`src/hdl/process_generation_tracker_unit_assert.svh`:
```
// Assertion macros used by the tracker datapath.
// Each macro expects clk and rst in scope.
`ifndef PROCESS_GENERATION_TRACKER_UNIT_ASSERT_SVH
`define PROCESS_GENERATION_TRACKER_UNIT_ASSERT_SVH

// Condition holds at every clock edge outside reset
`define PGT_ASSERT_ALWAYS(label, cond, msg) \
  label: assert property (@(posedge clk) disable iff (rst) (cond)) else $error(msg);

// Antecedent implies consequent in the same cycle
`define PGT_ASSERT_IMPLY(label, ante, cons, msg) \
  label: assert property (@(posedge clk) disable iff (rst) (ante) |-> (cons)) else $error(msg);

// Antecedent implies consequent in the next cycle
`define PGT_ASSERT_NEXT(label, ante, cons, msg) \
  label: assert property (@(posedge clk) disable iff (rst) (ante) |=> (cons)) else $error(msg);

`endif

```
`src/hdl/pgt_pkg.sv`:
```
package pgt_pkg;

  localparam int TABLE_ENTRIES = 64;
  localparam int IDX_W = (TABLE_ENTRIES > 1) ? $clog2(TABLE_ENTRIES) : 1;
  localparam int CNT_W = $clog2(TABLE_ENTRIES + 1);

  // Input commands
  localparam logic [1:0] CMD_OBSERVE = 2'd0;
  localparam logic [1:0] CMD_END_SCAN = 2'd1;
  localparam logic [1:0] CMD_FIND = 2'd2;

  // Result status codes
  localparam logic [2:0] ST_OK = 3'd0;
  localparam logic [2:0] ST_IGNORED = 3'd1;
  localparam logic [2:0] ST_FULL = 3'd2;
  localparam logic [2:0] ST_NOT_FOUND = 3'd3;
  localparam logic [2:0] ST_EMPTY = 3'd4;

  typedef enum logic [3:0] {
    S_IDLE,
    S_DISPATCH,
    S_LOOKUP,
    S_DECIDE,
    S_READ_HIT,
    S_UPDATE,
    S_FIND_OUT,
    S_EOS_MARK,
    S_SORT_SCAN,
    S_SORT_READ,
    S_SORT_EMIT
  } state_t;

  // One stored entry apart from its pid
  typedef struct packed {
    logic [63:0] base;
    logic [63:0] env;
    logic [63:0] name_lo;
    logic [63:0] name_hi;
    logic [31:0] gen;
  } entry_t;

  // Controller to datapath
  typedef struct packed {
    logic       load_key;
    logic       scan_clr;
    logic       scan_step;
    logic       mode_sort;
    logic       rd_en;
    logic       rd_best;
    logic       ld_status;
    logic [2:0] status_code;
    logic       ld_new;
    logic       ld_upd;
    logic       ld_find;
    logic       ld_sort;
    logic       eos_mark;
  } cmd_t;

  // Datapath to controller
  typedef struct packed {
    logic       scan_done;
    logic       hit;
    logic       free_found;
    logic       out_free;
    logic       empty;
    logic       sort_last;
    logic       key_zero;
    logic [1:0] key_cmd;
  } stat_t;

endpackage

```
`src/hdl/pgt_ctrl.sv`:
```
module pgt_ctrl (
  input  logic            clk,
  input  logic            rst,
  input  logic            in_valid,
  output logic            in_ready,
  input  pgt_pkg::stat_t  stat,
  output pgt_pkg::cmd_t   cmd
);

  pgt_pkg::state_t state, state_next;

  // State register
  always_ff @(posedge clk) begin
    if (rst) begin
      state <= pgt_pkg::S_IDLE;
    end else begin
      state <= state_next;
    end
  end

  // Next state and commands
  always_comb begin
    state_next = state;
    cmd = '0;
    in_ready = 1'b0;
    case (state)
      pgt_pkg::S_IDLE: begin
        in_ready = 1'b1;
        if (in_valid) begin
          cmd.load_key = 1'b1;
          cmd.scan_clr = 1'b1;
          state_next = pgt_pkg::S_DISPATCH;
        end
      end
      pgt_pkg::S_DISPATCH: begin
        case (stat.key_cmd)
          pgt_pkg::CMD_OBSERVE: begin
            if (!stat.key_zero) begin
              state_next = pgt_pkg::S_LOOKUP;
            end else if (stat.out_free) begin
              cmd.ld_status = 1'b1;
              cmd.status_code = pgt_pkg::ST_IGNORED;
              state_next = pgt_pkg::S_IDLE;
            end
          end
          pgt_pkg::CMD_END_SCAN: begin
            if (!stat.empty) begin
              state_next = pgt_pkg::S_EOS_MARK;
            end else if (stat.out_free) begin
              cmd.ld_status = 1'b1;
              cmd.status_code = pgt_pkg::ST_EMPTY;
              state_next = pgt_pkg::S_IDLE;
            end
          end
          pgt_pkg::CMD_FIND: begin
            state_next = pgt_pkg::S_LOOKUP;
          end
          default: begin
            state_next = pgt_pkg::S_IDLE;
          end
        endcase
      end
      pgt_pkg::S_LOOKUP: begin
        cmd.scan_step = 1'b1;
        if (stat.scan_done) begin
          state_next = pgt_pkg::S_DECIDE;
        end
      end
      pgt_pkg::S_DECIDE: begin
        if (stat.hit) begin
          state_next = pgt_pkg::S_READ_HIT;
        end else if (stat.out_free) begin
          state_next = pgt_pkg::S_IDLE;
          if (stat.key_cmd == pgt_pkg::CMD_FIND) begin
            cmd.ld_status = 1'b1;
            cmd.status_code = pgt_pkg::ST_NOT_FOUND;
          end else if (stat.free_found) begin
            cmd.ld_new = 1'b1;
          end else begin
            cmd.ld_status = 1'b1;
            cmd.status_code = pgt_pkg::ST_FULL;
          end
        end
      end
      pgt_pkg::S_READ_HIT: begin
        cmd.rd_en = 1'b1;
        if (stat.key_cmd == pgt_pkg::CMD_FIND) begin
          state_next = pgt_pkg::S_FIND_OUT;
        end else begin
          state_next = pgt_pkg::S_UPDATE;
        end
      end
      pgt_pkg::S_UPDATE: begin
        if (stat.out_free) begin
          cmd.ld_upd = 1'b1;
          state_next = pgt_pkg::S_IDLE;
        end
      end
      pgt_pkg::S_FIND_OUT: begin
        if (stat.out_free) begin
          cmd.ld_find = 1'b1;
          state_next = pgt_pkg::S_IDLE;
        end
      end
      pgt_pkg::S_EOS_MARK: begin
        cmd.eos_mark = 1'b1;
        cmd.scan_clr = 1'b1;
        state_next = pgt_pkg::S_SORT_SCAN;
      end
      pgt_pkg::S_SORT_SCAN: begin
        cmd.scan_step = 1'b1;
        cmd.mode_sort = 1'b1;
        if (stat.scan_done) begin
          state_next = pgt_pkg::S_SORT_READ;
        end
      end
      pgt_pkg::S_SORT_READ: begin
        cmd.rd_en = 1'b1;
        cmd.rd_best = 1'b1;
        state_next = pgt_pkg::S_SORT_EMIT;
      end
      pgt_pkg::S_SORT_EMIT: begin
        if (stat.out_free) begin
          cmd.ld_sort = 1'b1;
          cmd.scan_clr = 1'b1;
          state_next = stat.sort_last ? pgt_pkg::S_IDLE : pgt_pkg::S_SORT_SCAN;
        end
      end
      default: begin
        state_next = pgt_pkg::S_IDLE;
      end
    endcase
  end

endmodule

```
`config.mk`:
```
export PLATFORM = sky130hd
export DESIGN_NAME = pgt_ctrl
export DESIGN_NICKNAME = d
export VERILOG_FILES = /design/src/hdl/process_generation_tracker_unit_assert.svh /design/src/hdl/pgt_pkg.sv /design/src/hdl/pgt_ctrl.sv
export SDC_FILE = /design/constraint.sdc
export NUM_CORES = 1
export LEC_CHECK = 0
export BUFFER_PORTS_ARGS = -buffer_cell sky130_fd_sc_hd__buf_2
export CAP_MARGIN = 15
export CORE_MARGIN = 5
export CORE_UTILIZATION = 43
export CTS_CLUSTER_DIAMETER = 80
export CTS_CLUSTER_SIZE = 25
export DETAILED_ROUTE_END_ITERATION = 7
export PLACE_DENSITY_LB_ADDON = 0.2
export RECOVER_POWER = 50
export SLEW_MARGIN = 20
export SYNTH_ARGS = -nofsm -noshare
export SYNTH_HDL_FRONTEND = slang
export SYNTH_SLANG_ARGS = --single-unit
```
`constraint.sdc`:
```
create_clock -name clk -period 1.8 [get_ports clk]
set_input_delay 0.36 -clock clk [delete_from_list [all_inputs] [get_ports clk]]
set_output_delay 0.36 -clock clk [all_outputs]
set_load 0.02 [all_outputs]
```
==> results.yml, run 1 <==
logic_synthesis:
  synth-seq-area-share: 0.125
  netlist_area_um2: 643
  ys_ff_latch: 4
  syn_nets: 108
  async_flop_share: 0
  synth.avg_cell_area_um2: 6.70
  synth_cell_type_count: 38
  synth_edf_count: 0
  yosysWarnings: 0
  ys_dominant_reg_cell: "dfxtp_1"
  synthCells: 96
clock_network:
  path_clk_slew_ns: 0.03
  cts_buffers: 3
  clk_latency_ns: 0.23
  root_buffer: "clkbuf_4"
  cts_buffer_depth: 2
  cts_tree: "yes"
  cts_sinks: 4
  cts_htree_levels: 1
timing:
  slew_headroom: 0.747
  drv_slew: 0
  timing.hold.ws_ns: 0.322
  worst_slew_pin_slew_ns: 0.376
  fin_crit_sh: 0.982
  clock.fmax_mhz: 566
  hold_viol: 0
  setup_viol: 0
  rsz0062_at_grt: "yes"
  fin_worst_skew_ns: 0.00439
  period_minus_slack_ns: 1.77
drt:
  drt_iter0_markers: 5
  routedWlPerCell_um: 13.1
  drc: 0
  drt-pass1-iter-count: 4
  top_layer: "met3"
  ant_nets: 0
  viasPerCell: 5.75
  routed_wl_mm: 1.82
  wl_met3_um: 129
  wl_met1_um: 832
  wl_met2_um: 859
  vias: 799
die:
  core_um2: 1450
  start_util: 0.442
  die_width_um: 48.7
  die_h_um: 48.7
  rows: 14
  dieArea_um2: 2370
  ios: 28
layout:
  top_regs: "state: 4 flops"
  largest-register: "state"
  multiInputGateArea_um2: 542
  largest_reg_flops: 4
  synthToLayoutAreaGrowth_pct: 38.1
  final_nets: 137
  final_cell_mix: "22 x buf_2, 11 x a21oi_1, 9 x nand2_1, 9 x nor2_1, 9 x buf_4"
  insertedDiodeCount: 0
  filler_cell_count: 133
  drive_gt1_frac: 0.382
  regArea_um2: 83.8
  finalNonFillerCells: 139
  mostFrequentLayoutCell: "buf_2"
setup_path:
  r2r_cells: 5
  cp-start-kind: "register"
  arrival_ns: 1.41
  cpMaxStageDelayCell: "dfxtp_2"
  slowest_delay_ns: 0.31
  cp_num_cells: 5
  cp_num_buf_inv: 1
  path_cells: "nand2b_4 > nor4_4 > nand2_1 > o21bai_1 > buf_4"
  crit_path_end_kind: "primary output"
  r2r_end: "state[0]"
  critPathMaxFanout: 6
  rr_startpoint: "state[2]"
  reg2reg_slack_ns: 0.28
  critPathKind: "reg -> out"
  cp.required_ns: 1.44
  cp_top_family: "simple AND/OR/NAND/NOR gates"
hold_path:
  holdPathStages: 2
  hold_path_class: "in -> reg"
  hold_end: "state[3]"
  min_from: "rst"
power:
  totalPowerFinal_w: 0.000464
  power_density_nw_per_um2: 522
  power.leakage_nw: 0.398
  ir_drop_mv: 0.414
placed_design:
  post-place-cells: 136
  routabilityCongestion: 0.760
  dp_hpwl_mm: 1.30
  numPortBuffers: 27
global_routing:
  grt_pass1_wl_mm: 3.07
  grt_usage: 0.154
  overflow: 0
  grt_pass1_vias: 699
  grt_max_degree: 24
  antenna_found_initial: 0
run:
  maxCapViolations: 0
run_status:
  status: "complete, no violations"
-- synthesized netlist by cell type (2+ instances only) --
cell type,n,area (um2)
a21o_1,2,15.0
a21oi_1,11,55.1
a32oi_1,2,17.5
and3_1,2,12.5
buf_2,5,25.0
buf_4,2,15.0
clkbuf_1,2,7.51
dfxtp_1,4,80.1
inv_1,2,7.51
mux2i_1,3,30.0
nand2_1,9,33.8
nand2b_1,4,25.0
nor2_1,9,33.8
nor2b_1,2,12.5
nor3_1,6,30.0
nor3b_1,3,22.5
nor4_1,4,25.0
o21ai_0,3,15.0
o21bai_1,2,15.0
-- power breakdown --
group	internal, W	total (W)	switching [W]
Clock	0.0000744	0.000108	0.0000340
Sequential	0.0000976	0.000104	0.00000687
Combinational	0.000108	0.000251	0.000143
Total	0.000280	0.000464	0.000184
-- final cells by class --
class,count,share of cell area
Clock buffer,3,0.0254
Inverter,2,0.00845
Multi-Input combinational cell,80,0.610
Sequential cell,4,0.0944
Tap cell,16,0.0225
Timing Repair Buffer,34,0.239
-- cells by family after synthesis --
logic type             count (synthesis)  synth area share
AO/OA/AOI/OAI                         29             0.298
XOR/XNOR                               1            0.0136
buffers and inverters                 12             0.103
flip-flops                             4             0.125
multiplexers                           3            0.0467
AND/OR/NAND/NOR                       47             0.414
-- stage by stage --
| step | setup slack (ns) | utilization | area [um2] | setup TNS [ns] |
|---|---|---|---|---|
| 2_1_floorplan | 0.0167 | - | 654 | 0 |
| 3_3_place_gp | 0.185 | 0.561 | 816 | 0 |
| 3_5_place_dp | 0.141 | 0.561 | 816 | 0 |
| 4_1_cts | 0.0182 | 0.596 | 866 | 0 |
| 5_1_grt | -0.0610 | 0.611 | 888 | -0.178 |
| 6_report | 0.0331 | 0.611 | 888 | 0 |
-- how the worst max path moves through the flow --
stage          startpoint  endpoint  slack (ns)
2_1_floorplan    state[1]    cmd[8]        0.02
3_3_place_gp     state[1]    cmd[8]        0.18
4_1_cts          state[1]    cmd[8]        0.02
5_1_grt          state[2]    cmd[2]       -0.06
6_report         state[3]    cmd[8]        0.03
3_5_place_dp     state[1]    cmd[8]        0.14
-- per-layer routing --
layer,GRT usage,up-vias
li1,-,412
met1,0.196,368
met2,0.250,19
met3,0.0552,0
met4,0.0269,0
met5,0,-
-- what timing repair did --
item | in CTS | in global routing
hold buffers | 0 | 0
setup buffers | 0 | 0
gates resized for setup | 6 | 7
pin swaps | 1 | 6
setup endpoints to repair | 4 | 6
gates cloned | 0 | 0
Power figures use the tool's default switching activity.
==> run 2, diff against run 1 <==
- SETUP_SLACK_MARGIN: not set -> 0.1
==> results.yml, run 2 (synthesized netlist as in run 1, its figures left out) <==
run_status:
  status: "complete, no violations"
die:
  die_h_um: 48.7
  die_width_um: 48.7
  start_util: 0.442
  rows: 14
  dieArea_um2: 2370
  ios: 28
  core_um2: 1450
layout:
  final_nets: 143
  final_area_um2: 1020
  insertedDiodeCount: 0
  drive_gt1_frac: 0.426
  top_regs: "state: 4 flops"
  mostFrequentLayoutCell: "buf_2"
  regArea_um2: 83.8
  finalNonFillerCells: 145
  largest_reg_flops: 4
  synthToLayoutAreaGrowth_pct: 58.8
  final_cell_mix: "16 x buf_2, 12 x buf_4, 11 x a21oi_1, 9 x nor2_1, 7 x nand2_1"
  multiInputGateArea_um2: 578
  largest-register: "state"
  filler_cell_count: 129
run:
  maxCapViolations: 0
drt:
  drt-pass1-iter-count: 4
  drc: 0
  ant_nets: 0
  vias: 864
  routedWlPerCell_um: 14.0
  viasPerCell: 5.96
  routed_wl_mm: 2.03
  drt_iter0_markers: 7
timing:
  fin_setup_tns_ns: 0
  period_minus_slack_ns: 1.77
  fin_worst_skew_ns: 0.00571
  timing.hold.ws_ns: 0.315
  hold_viol: 0
  slew_headroom: 0.767
  clock.fmax_mhz: 565
  rsz0062_at_grt: "yes"
  fin_crit_sh: 0.984
  setup_viol: 0
  drv_slew: 0
  worst_slew_pin_slew_ns: 0.347
global_routing:
  grt_pass1_vias: 799
  grt_pass1_wl_mm: 3.35
  grt_max_degree: 23
  grt_usage: 0.175
  overflow: 0
  antenna_found_initial: 0
power:
  power_density_nw_per_um2: 514
  ir_drop_mv: 0.343
  power.leakage_nw: 0.449
  totalPowerFinal_w: 0.000524
hold_path:
  hold_path_class: "in -> reg"
clock_network:
  root_buffer: "clkbuf_4"
  cts_tree: "yes"
  cts_sinks: 4
  cts_buffer_depth: 2
  clk_latency_ns: 0.24
  cts_htree_levels: 1
  path_clk_slew_ns: 0.03
  cts_buffers: 3
  cts_hold_repair.buffers: 0
placed_design:
  dpl_cell_area_um2: 833
  dp_hpwl_mm: 1.35
  post-place-cells: 136
  numPortBuffers: 27
  routabilityCongestion: 0.803
setup_path:
  arrival_ns: 1.41
  critPathKind: "reg -> out"
  critPathMaxFanout: 2
  crit_path_end_kind: "primary output"
  cp-start-kind: "register"
  cp.required_ns: 1.44
-- run 2: what timing repair did --
| action | CTS | global route |
|---|---|---|
| resized for setup | 21 | 5 |
| pin swaps | 4 | 1 |
| cloned | 1 | 0 |
| endpoints found under the setup margin | 7 | 12 |
| setup buffers | 4 | 1 |
-- run 2: area by class of cell --
class	count	share of cell area
multi-input cells	80	0.566
repair buffers	40	0.303
flip-flops and latches	4	0.0821
clock buffers	3	0.0221
well taps	16	0.0196
inverters	2	0.00735
-- run 2: path summary, 6_finish.rpt --
path / from / to / slack (ns) / cells after the start
setup reg to reg: state[1] / state[1] / 0.27 / 7
hold / removal: rst / state[2] / 0.32 / 2
hold reg to reg: state[3] / state[3] / 0.67 / 3
setup / recovery: state[2] / cmd[8] / 0.03 / 6
-- run 2: worst max-delay path, cell delays in order, from the launching register on --
cell,delay [ns]
dfxtp_2,0.31
and2b_1,0.21
nand2_2,0.08
nor3_4,0.13
a21boi_4,0.19
o21bai_4,0.13
buf_6,0.12
-- run 2: stage by stage --
stage / worst slack [ns] / utilization
5_1_grt: -0.0500 / 0.702
2_1_floorplan: 0.0583 / -
6_report: 0.0292 / 0.702
3_3_place_gp: 0.155 / 0.573
3_5_place_dp: 0.0985 / 0.573
4_1_cts: 0.0165 / 0.688
-- run 2: power breakdown --
group          switching [W]  total, W  internal [W]
logic               0.000160  0.000304      0.000144
clock network      0.0000412  0.000116     0.0000749
registers         0.00000725  0.000104     0.0000970
-- run 2: routing by layer --
layer | share of wire | GRT usage
met1 | 0.38 | 0.181
met2 | 0.51 | 0.291
met3 | 0.065 | 0.0521
met4 | 0.036 | 0.130
met5 | 0 | 0
